<file path="config.mk">
export PLATFORM = sky130hd
export DESIGN_NAME = serial_line_editor_core
export DESIGN_NICKNAME = d
export VERILOG_FILES = /design/src/rtl/sle_pkg.sv /design/src/rtl/sle_ctrl.sv /design/src/rtl/sle_dp.sv /design/src/rtl/serial_line_editor_core.sv
export SDC_FILE = /design/constraint.sdc
export NUM_CORES = 1
export LEC_CHECK = 0
export BUFFER_PORTS_ARGS = -buffer_cell sky130_fd_sc_hd__buf_2
export CORE_UTILIZATION = 45
export DETAILED_ROUTE_END_ITERATION = 16
export PLACE_DENSITY_LB_ADDON = 0.25
export SYNTH_ARGS = -nofsm -noshare
export SYNTH_HDL_FRONTEND = slang
export SYNTH_SLANG_ARGS = --single-unit
</file>
<file path="constraint.sdc">
create_clock -name clock -period 6.08 [get_ports clock]
set_input_delay 0.912 -clock clock [delete_from_list [all_inputs] [get_ports clock]]
set_output_delay 0.912 -clock clock [all_outputs]
set_load 0.05 [all_outputs]
</file>
<file path="src/rtl/sle_pkg.sv">
// Shared types, constants and control structs for the serial line editor.
`timescale 1ns / 1ps

package sle_pkg;

   localparam int LINE_DEPTH_DEFAULT = 32;

   localparam logic [7:0] CH_NUL   = 8'd0;
   localparam logic [7:0] CH_BELL  = 8'd7;
   localparam logic [7:0] CH_BS    = 8'd8;
   localparam logic [7:0] CH_LF    = 8'd10;
   localparam logic [7:0] CH_CR    = 8'd13;
   localparam logic [7:0] CH_SPACE = 8'd32;
   localparam logic [7:0] CH_DEL   = 8'd127;

   localparam logic [1:0] CHAN_ECHO = 2'd0;
   localparam logic [1:0] CHAN_LINE = 2'd1;
   localparam logic [1:0] CHAN_EOL  = 2'd2;

   typedef enum logic [3:0] {
      ST_IDLE,
      ST_DECODE,
      ST_ECHO_RX,
      ST_BELL,
      ST_BS1,
      ST_BS2,
      ST_BS3,
      ST_CR1,
      ST_CR2,
      ST_LINE_START,
      ST_LINE_FETCH,
      ST_LINE_EMIT,
      ST_EOL
   } state_type;

   typedef enum logic [2:0] {
      SEL_RX,
      SEL_CR,
      SEL_LF,
      SEL_BS,
      SEL_SPACE,
      SEL_BELL,
      SEL_MEM,
      SEL_ZERO
   } byte_sel_type;

   typedef enum logic [1:0] {
      RX_NONE,
      RX_CR,
      RX_ERASE,
      RX_CHAR
   } rx_class_type;

   typedef enum logic [1:0] {
      LEN_HOLD,
      LEN_INC,
      LEN_DEC,
      LEN_CLEAR
   } len_op_type;

   typedef struct packed {
      logic         capture;
      logic         store_wr;
      len_op_type   len_op;
      logic         rd_clear;
      logic         rd_advance;
      logic         emit;
      byte_sel_type emit_sel;
      logic [1:0]   emit_chan;
      logic         emit_last;
   } ctrl_cmd_type;

   typedef struct packed {
      rx_class_type rx_class;
      logic         len_zero;
      logic         line_full;
      logic         echo_on;
      logic         rd_last;
      logic         out_free;
   } dp_status_type;

endpackage

</file>
<file path="src/rtl/sle_ctrl.sv">
// Sequencer that decodes each received byte and steps through its result beats.
`timescale 1ns / 1ps

module sle_ctrl (
   input  logic                   clock,
   input  logic                   reset,
   input  logic                   req_tvalid,
   output logic                   req_tready,
   input  sle_pkg::dp_status_type status,
   output sle_pkg::ctrl_cmd_type  cmd
);
   import sle_pkg::*;

   state_type state_ff;
   state_type state_in;

   always_ff @(posedge clock) begin
      if (reset) begin
         state_ff <= ST_IDLE;
      end else begin
         state_ff <= state_in;
      end
   end

   always_comb begin
      state_in       = state_ff;
      req_tready     = 1'b0;
      cmd.capture    = 1'b0;
      cmd.store_wr   = 1'b0;
      cmd.len_op     = LEN_HOLD;
      cmd.rd_clear   = 1'b0;
      cmd.rd_advance = 1'b0;
      cmd.emit       = 1'b0;
      cmd.emit_sel   = SEL_ZERO;
      cmd.emit_chan  = CHAN_ECHO;
      cmd.emit_last  = 1'b0;

      unique case (state_ff)
         ST_IDLE: begin
            req_tready = 1'b1;
            if (req_tvalid) begin
               cmd.capture = 1'b1;
               state_in    = ST_DECODE;
            end
         end
         ST_DECODE: begin
            unique case (status.rx_class)
               RX_NONE: begin
                  state_in = ST_IDLE;
               end
               RX_CR: begin
                  state_in = status.echo_on ? ST_CR1 : ST_LINE_START;
               end
               RX_ERASE: begin
                  if (status.len_zero) begin
                     state_in = ST_IDLE;
                  end else begin
                     cmd.len_op = LEN_DEC;
                     state_in   = status.echo_on ? ST_BS1 : ST_IDLE;
                  end
               end
               RX_CHAR: begin
                  if (status.line_full) begin
                     state_in = status.echo_on ? ST_BELL : ST_IDLE;
                  end else begin
                     cmd.store_wr = 1'b1;
                     cmd.len_op   = LEN_INC;
                     state_in     = status.echo_on ? ST_ECHO_RX : ST_IDLE;
                  end
               end
               default: begin
                  state_in = ST_IDLE;
               end
            endcase
         end
         ST_ECHO_RX: begin
            cmd.emit_sel  = SEL_RX;
            cmd.emit_last = 1'b1;
            if (status.out_free) begin
               cmd.emit = 1'b1;
               state_in = ST_IDLE;
            end
         end
         ST_BELL: begin
            cmd.emit_sel  = SEL_BELL;
            cmd.emit_last = 1'b1;
            if (status.out_free) begin
               cmd.emit = 1'b1;
               state_in = ST_IDLE;
            end
         end
         ST_BS1: begin
            cmd.emit_sel = SEL_BS;
            if (status.out_free) begin
               cmd.emit = 1'b1;
               state_in = ST_BS2;
            end
         end
         ST_BS2: begin
            cmd.emit_sel = SEL_SPACE;
            if (status.out_free) begin
               cmd.emit = 1'b1;
               state_in = ST_BS3;
            end
         end
         ST_BS3: begin
            cmd.emit_sel  = SEL_BS;
            cmd.emit_last = 1'b1;
            if (status.out_free) begin
               cmd.emit = 1'b1;
               state_in = ST_IDLE;
            end
         end
         ST_CR1: begin
            cmd.emit_sel = SEL_CR;
            if (status.out_free) begin
               cmd.emit = 1'b1;
               state_in = ST_CR2;
            end
         end
         ST_CR2: begin
            cmd.emit_sel = SEL_LF;
            if (status.out_free) begin
               cmd.emit = 1'b1;
               state_in = ST_LINE_START;
            end
         end
         ST_LINE_START: begin
            cmd.rd_clear = 1'b1;
            state_in     = status.len_zero ? ST_EOL : ST_LINE_FETCH;
         end
         ST_LINE_FETCH: begin
            state_in = ST_LINE_EMIT;
         end
         ST_LINE_EMIT: begin
            cmd.emit_sel  = SEL_MEM;
            cmd.emit_chan = CHAN_LINE;
            if (status.out_free) begin
               cmd.emit       = 1'b1;
               cmd.rd_advance = 1'b1;
               state_in       = status.rd_last ? ST_EOL : ST_LINE_FETCH;
            end
         end
         ST_EOL: begin
            cmd.emit_sel  = SEL_ZERO;
            cmd.emit_chan = CHAN_EOL;
            cmd.emit_last = 1'b1;
            if (status.out_free) begin
               cmd.emit   = 1'b1;
               cmd.len_op = LEN_CLEAR;
               state_in   = ST_IDLE;
            end
         end
         default: begin
            state_in = ST_IDLE;
         end
      endcase
   end

endmodule

</file>
<file path="src/rtl/sle_dp.sv">
// Datapath: received byte, line store, length, read pointer and output register.
`timescale 1ns / 1ps

module sle_dp #(
   parameter int LINE_DEPTH = sle_pkg::LINE_DEPTH_DEFAULT
) (
   input  logic                   clock,
   input  logic                   reset,
   input  logic [7:0]             req_tdata,
   input  logic                   csr_valid,
   input  logic                   csr_data,
   output logic                   rsp_tvalid,
   input  logic                   rsp_tready,
   output logic [7:0]             rsp_tdata,
   output logic [1:0]             rsp_tuser,
   output logic                   rsp_tlast,
   input  sle_pkg::ctrl_cmd_type  cmd,
   output sle_pkg::dp_status_type status
);
   import sle_pkg::*;

   localparam int LEN_W = $clog2(LINE_DEPTH);

   logic [7:0]       mem [LINE_DEPTH];
   logic [7:0]       rx_ff;
   logic [7:0]       rd_data_ff;
   logic [LEN_W-1:0] len_ff;
   logic [LEN_W-1:0] len_in;
   logic [LEN_W-1:0] rd_idx_ff;
   logic             echo_ff;
   logic             rsp_valid_ff;
   logic [7:0]       rsp_byte_ff;
   logic [1:0]       rsp_chan_ff;
   logic             rsp_last_ff;
   logic [7:0]       emit_byte;
   rx_class_type     rx_class;

   always_comb begin
      priority if (rx_ff == CH_NUL || rx_ff == CH_LF) begin
         rx_class = RX_NONE;
      end else if (rx_ff == CH_CR) begin
         rx_class = RX_CR;
      end else if (rx_ff == CH_BS || rx_ff == CH_DEL) begin
         rx_class = RX_ERASE;
      end else begin
         rx_class = RX_CHAR;
      end
   end

   always_comb begin
      unique case (cmd.emit_sel)
         SEL_RX:    emit_byte = rx_ff;
         SEL_CR:    emit_byte = CH_CR;
         SEL_LF:    emit_byte = CH_LF;
         SEL_BS:    emit_byte = CH_BS;
         SEL_SPACE: emit_byte = CH_SPACE;
         SEL_BELL:  emit_byte = CH_BELL;
         SEL_MEM:   emit_byte = rd_data_ff;
         SEL_ZERO:  emit_byte = 8'd0;
         default:   emit_byte = 8'd0;
      endcase
   end

   always_comb begin
      unique case (cmd.len_op)
         LEN_HOLD:  len_in = len_ff;
         LEN_INC:   len_in = len_ff + LEN_W'(1);
         LEN_DEC:   len_in = len_ff - LEN_W'(1);
         LEN_CLEAR: len_in = '0;
         default:   len_in = len_ff;
      endcase
   end

   always_ff @(posedge clock) begin
      if (cmd.store_wr) begin
         mem[len_ff] <= rx_ff;
      end
      rd_data_ff <= mem[rd_idx_ff];
   end

   always_ff @(posedge clock) begin
      if (cmd.capture) begin
         rx_ff <= req_tdata;
      end
      if (cmd.rd_clear) begin
         rd_idx_ff <= '0;
      end else if (cmd.rd_advance) begin
         rd_idx_ff <= rd_idx_ff + LEN_W'(1);
      end
      if (cmd.emit) begin
         rsp_byte_ff <= emit_byte;
         rsp_chan_ff <= cmd.emit_chan;
         rsp_last_ff <= cmd.emit_last;
      end
   end

   always_ff @(posedge clock) begin
      if (reset) begin
         len_ff       <= '0;
         echo_ff      <= 1'b0;
         rsp_valid_ff <= 1'b0;
      end else begin
         len_ff <= len_in;
         if (csr_valid) begin
            echo_ff <= csr_data;
         end
         if (cmd.emit) begin
            rsp_valid_ff <= 1'b1;
         end else if (rsp_tready) begin
            rsp_valid_ff <= 1'b0;
         end
      end
   end

   assign status.rx_class  = rx_class;
   assign status.len_zero  = (len_ff == '0);
   assign status.line_full = (len_ff == LEN_W'(LINE_DEPTH - 1));
   assign status.echo_on   = echo_ff;
   assign status.rd_last   = (rd_idx_ff == len_ff - LEN_W'(1));
   assign status.out_free  = !rsp_valid_ff || rsp_tready;

   assign rsp_tvalid = rsp_valid_ff;
   assign rsp_tdata  = rsp_byte_ff;
   assign rsp_tuser  = rsp_chan_ff;
   assign rsp_tlast  = rsp_last_ff;

endmodule

</file>
<file path="src/rtl/serial_line_editor_core.sv">
// Top level of the serial line editor: sequencer plus datapath.
// A new byte is accepted only after every result beat of the previous one has
// been written to the output register; output stalls hold the sequencer.
// Reset: synchronous; clears only FSM state, length, echo enable and output valid.
`timescale 1ns / 1ps

module serial_line_editor_core #(
   parameter int LINE_DEPTH = sle_pkg::LINE_DEPTH_DEFAULT
) (
   input  logic       clock,
   input  logic       reset,
   input  logic       req_tvalid,
   output logic       req_tready,
   input  logic [7:0] req_tdata,   // [7:0] rx_byte
   output logic       rsp_tvalid,
   input  logic       rsp_tready,
   output logic [7:0] rsp_tdata,   // [7:0] out_byte
   output logic [1:0] rsp_tuser,   // [1:0] channel
   output logic       rsp_tlast,
   input  logic       csr_valid,
   output logic       csr_ready,
   input  logic       csr_data     // echo_enable
);
   import sle_pkg::*;

   ctrl_cmd_type  cmd;
   dp_status_type status;

   assign csr_ready = 1'b1;

   sle_ctrl u_ctrl (
      .clock      (clock),
      .reset      (reset),
      .req_tvalid (req_tvalid),
      .req_tready (req_tready),
      .status     (status),
      .cmd        (cmd)
   );

   sle_dp #(
      .LINE_DEPTH (LINE_DEPTH)
   ) u_dp (
      .clock      (clock),
      .reset      (reset),
      .req_tdata  (req_tdata),
      .csr_valid  (csr_valid && csr_ready),
      .csr_data   (csr_data),
      .rsp_tvalid (rsp_tvalid),
      .rsp_tready (rsp_tready),
      .rsp_tdata  (rsp_tdata),
      .rsp_tuser  (rsp_tuser),
      .rsp_tlast  (rsp_tlast),
      .cmd        (cmd),
      .status     (status)
   );

endmodule

</file>
==> impl.org <==
** Global route
- The first global-routing pass estimated 41,630 um of wire.
- Combined global-route utilization of all metal layers :: 0.2048
- Via count of the first global-routing pass :: 6,320
- Number of antenna violations at the first check in global routing :: 0
- Entering global routing, the biggest net connects 69 pins.
- Grt total ovfl :: 0

** STA
- F_max :: 236.9 MHz
- Hold violation total from the final report :: 0
- Summed negative setup slack over all endpoints :: 0 ns
- Final period utilization :: 0.6943
- Post-route worst setup slack :: 1.859 ns
- Setup repair after global routing left no endpoint under its margin.
- The number of max-slew violations in the final report was 0.
- Setup violations remaining at the end of the flow were counted as 0.
- Normalized max-slew margin :: 0.1876
- Counting I/O delays and the setup requirement, the final critical path takes 4.221 ns.
- At the pin with the least slew margin, the transition time is 1.207 ns.
- Maximum clock skew at final layout :: 0.02664 ns

** Clocking
- TritonCTS sink count :: 299
- Counting the buffers created by CTS gives 29.
- # Post-CTS Setup Buffers :: 0
- Clock latency on the worst-skew pair, taken at its later pin, is 0.57 ns.
- Worst-path clk slew :: 0.06 ns
- TritonCTS built the clock tree.
- CTS built an H-tree with a depth of 1.
- Maximum clock insertion buffer count :: 3
- Hold-fix buffers at CTS :: 0
- The number of gates resized after CTS was 0.
- CTS root buffer :: sky130_fd_sc_hd__clkbuf_16

** Yosys
- EDFF count, synth :: 275
- Cell taking the most area after synthesis :: sky130_fd_sc_hd__edfxtp_1
- Of the total synthesized cell area, the portion taken by AND, OR, NAND and NOR gates is 0.06383.
- Of the post-synthesis cell area, the dominant cell type holds 0.6794.
- Synthesis produced a netlist whose cell count is 672.
- After synthesis, the largest family of logic cells by area is multiplexers.
- Post-synthesis compound-gate area fraction :: 0.03232
- Most frequent cell after synthesis :: sky130_fd_sc_hd__edfxtp_1
- By count the netlist is led by sky130_fd_sc_hd__edfxtp_1 (275), sky130_fd_sc_hd__mux4_2 (80), sky130_fd_sc_hd__nor2_1 (62).
- Total nets after synthesis :: 693
- Prevailing post-synth register cell :: sky130_fd_sc_hd__edfxtp_1
- Each instance of the synthesized netlist takes up on average 18.09 sq um.
- Number of different library cells in the post-synthesis netlist :: 61
- After synthesis the netlist holds a flip-flop and latch count of 299.
- Yosys warnings :: 0
- Synth async-reset ratio :: 0
- Adder-cell share of the synthesized area :: 0.007206
- Largest cells by area after synthesis :: sky130_fd_sc_hd__edfxtp_1 (68%), sky130_fd_sc_hd__mux4_2 (15%), sky130_fd_sc_hd__dfxtp_1 (4.0%)
- Post-synthesis xor/xnor area fraction :: 0.01153
- Summing every instance area after synthesis gives 12,150 sq um.
- Measured against the total synthesized area, the mux share comes to 0.1507.
- Sequential share of the synthesized area :: 0.7190

** Power and ir drop
- The analysis attributes to cell leakage a power of 4.380 nW.
- VDD sags by at most 0.2527 mV.
- Total power per unit cell area :: 321.0 nW/um^2
- Post-layout power :: 0.004401 W

** Setup path
- Maximum fanout along the worst path :: 24
- Among all stages on the critical path, the largest delay is contributed by sky130_fd_sc_hd__nor4_1.
- Endpoint arrival time on the critical path :: 4.40 ns
- Endpoint of the lowest-slack register-to-register path :: u_dp.mem[5][5]
- CP cell instances :: nor4b_2, o21ai_0, nor4_1, nand2_1, nor2_1
- FF-to-FF Start :: u_ctrl.state_ff[0]
- The largest single stage delay on the critical path is 0.94 ns.
- Worst setup slack for register-to-register paths :: 1.86 ns
- Element type at the critical path end :: register
- Worst setup SP type :: register
- Startpoint-to-endpoint class of the critical path :: reg -> reg
- Data required time of the critical path :: 6.26 ns
- For the worst flop-to-flop path, the logic depth is 5.

** Die
- Standard cell core area :: 26,280 sq um
- Full die area :: 27,670 sq um
- Effective utilization at floorplan :: 0.4625
- 28 I/O pins were placed.
- The die is 166.3 um tall.
- The floorplan has 59 rows.
- Die X-Extent :: 166.3 um

** Placement
- Weighted congestion reported at the end of routability-driven placement :: 0.8795
- After legalization and detailed placement, the total HPWL measured 17,560 um.
- In this run, placement finished with an instance count of 1,007.
- IO Port Bufs :: 26
- Prior to clock tree synthesis, the placed netlist has a worst setup slack of 1.967 ns.

** Drt
- Via-to-Cell Ratio :: 6.058
- Drt drc :: 5
- Detailed-router iteration count before antenna repair :: 11
- Starting DRT DRC Count :: 788
- WL final :: 27,770 um
- Via count :: 6,421
- Remaining antenna violation count :: 0
- Dividing the detail-routed wire length by the instance count gives 26.20 um.

** Hold path
- Number of stages on the worst hold path :: 1
- In this run the most critical hold path is launched from req_tdata[7].
- Type of the worst min-delay path :: in -> reg
- The path with the worst hold slack has its endpoint at u_dp.rx_ff[7].

** Layout
- The layout has 2,057 filler cells.
- Measured on the finished design, the core utilization comes to 0.5217.
- Share of layout cells above drive strength 1 :: 0.2552
- For this run, the number of standard cells in the final layout without fillers is 1,060.
- Area growth from synthesis to layout :: 12.81%
- Final Net Count :: 724
- Diodes inserted :: 0

** Outcome
- The run finished, with violations left.
- Violations in the final reports :: DRC

** Run
- Across the run, the number of max-cap violations was 0.
metal layers:
metal / routed length (um) / global-route usage / vias to the layer above
met1: 11950 / 0.3016 / 3285
li1: - / - / 2749
met2: 13240 / 0.3271 / 349
met3: 2082 / 0.03074 / 38
met4: 498 / 0.04308 / 0
met5: 0 / 0 / -
cell type report:
type | instances | area [sq um] | area share
Sequential cell | 299 | 8743 | 0.6377
Multi-Input combinational cell | 326 | 3232 | 0.2357
Clock buffer | 30 | 729.5 | 0.05320
Tap cell | 335 | 419.2 | 0.03057
Clock inverter | 23 | 336.6 | 0.02455
Timing Repair Buffer | 37 | 212.7 | 0.01551
Inverter | 10 | 37.54 | 0.002738
flip-flops by register name (all words and copies together) (netlist names), 2 cells and up:
register / count
u_dp.len_ff: 5
u_ctrl.state_ff: 4
u_dp.rsp_tuser: 2
u_dp.rx_ff: 8
u_dp.rd_data_ff: 8
u_dp.rd_idx_ff: 5
u_dp.rsp_tdata: 8
u_dp.mem: 256
power breakdown:
group / switching, W / internal, W / total [W]
clock: 0.000766 / 0.00122 / 0.00198
sequential: 0.0000263 / 0.00226 / 0.00229
combinational: 0.0000929 / 0.0000390 / 0.000132
total: 0.000885 / 0.00352 / 0.00440
critical path: cells and delay by family, from the launching register on:
family             cells  cell delay [ns]
AOI/OAI and AO/OA      1             0.19
and+or+nand+nor        4             2.83
DFF                    1             0.83
cells in the final DEF (no fill, tap or decap), types with 3 or more instances in the layout:
cell type	Yosys	layout
sky130_fd_sc_hd__a21oi_1	18	18
sky130_fd_sc_hd__a22oi_1	4	4
sky130_fd_sc_hd__a31oi_1	3	3
sky130_fd_sc_hd__and2_1	4	4
sky130_fd_sc_hd__and3_1	4	4
sky130_fd_sc_hd__buf_2	3	26
sky130_fd_sc_hd__buf_4	1	11
sky130_fd_sc_hd__bufinv_16	0	8
sky130_fd_sc_hd__clkbuf_16	0	29
sky130_fd_sc_hd__clkinv_1	0	4
sky130_fd_sc_hd__clkinv_2	0	6
sky130_fd_sc_hd__clkinvlp_4	0	3
sky130_fd_sc_hd__dfxtp_1	24	22
sky130_fd_sc_hd__edfxtp_1	275	275
sky130_fd_sc_hd__ha_1	7	7
sky130_fd_sc_hd__inv_1	9	9
sky130_fd_sc_hd__mux2i_1	3	3
sky130_fd_sc_hd__mux4_2	80	80
sky130_fd_sc_hd__nand2_1	45	45
sky130_fd_sc_hd__nand3_1	8	8
sky130_fd_sc_hd__nand3b_1	3	3
sky130_fd_sc_hd__nand4_1	4	4
sky130_fd_sc_hd__nor2_1	62	62
sky130_fd_sc_hd__nor3_1	7	7
sky130_fd_sc_hd__nor4_1	3	3
sky130_fd_sc_hd__o21ai_0	11	11
sky130_fd_sc_hd__xnor2_1	11	11
sky130_fd_sc_hd__xor2_1	5	5
logic make-up (layout without fill, tap and decap cells):
| logic type | count (synthesis) | count (layout) |
|---|---|---|
| adders and majority gates | 7 | 7 |
| other | 1 | 1 |
| DFF | 299 | 299 |
| muxes | 83 | 83 |
| xor gates and xnor gates | 16 | 16 |
| and+or+nand+nor | 161 | 161 |
| buffers and inverters | 47 | 100 |
| AOI/OAI and AO/OA | 58 | 58 |
through the flow:
stage	area [sq um]	hold WS, ns
6_report	13710	0.5439
5_1_grt	13710	0.5176
4_1_cts	13710	0.5237
3_5_place_dp	12640	0.5526
3_3_place_gp	12640	0.5253
2_1_floorplan	12150	0.5021
worst max-delay path by stage:
stage | start | end | slack (ns) | depth (start not counted)
floorplan | u_ctrl.state_ff[1] | req_tready | 2.93 | 3
global placement | u_dp.rx_ff[1] | u_dp.mem[31][1] | 2.16 | 5
detailed placement | u_dp.rx_ff[2] | u_dp.mem[10][6] | 1.97 | 5
CTS | u_dp.rx_ff[2] | u_dp.mem[10][7] | 1.95 | 5
global route | u_ctrl.state_ff[0] | u_dp.mem[5][5] | 1.65 | 5
finish | u_ctrl.state_ff[0] | u_dp.mem[5][5] | 1.86 | 5
No activity file was read; power rests on OpenSTA's default activity.
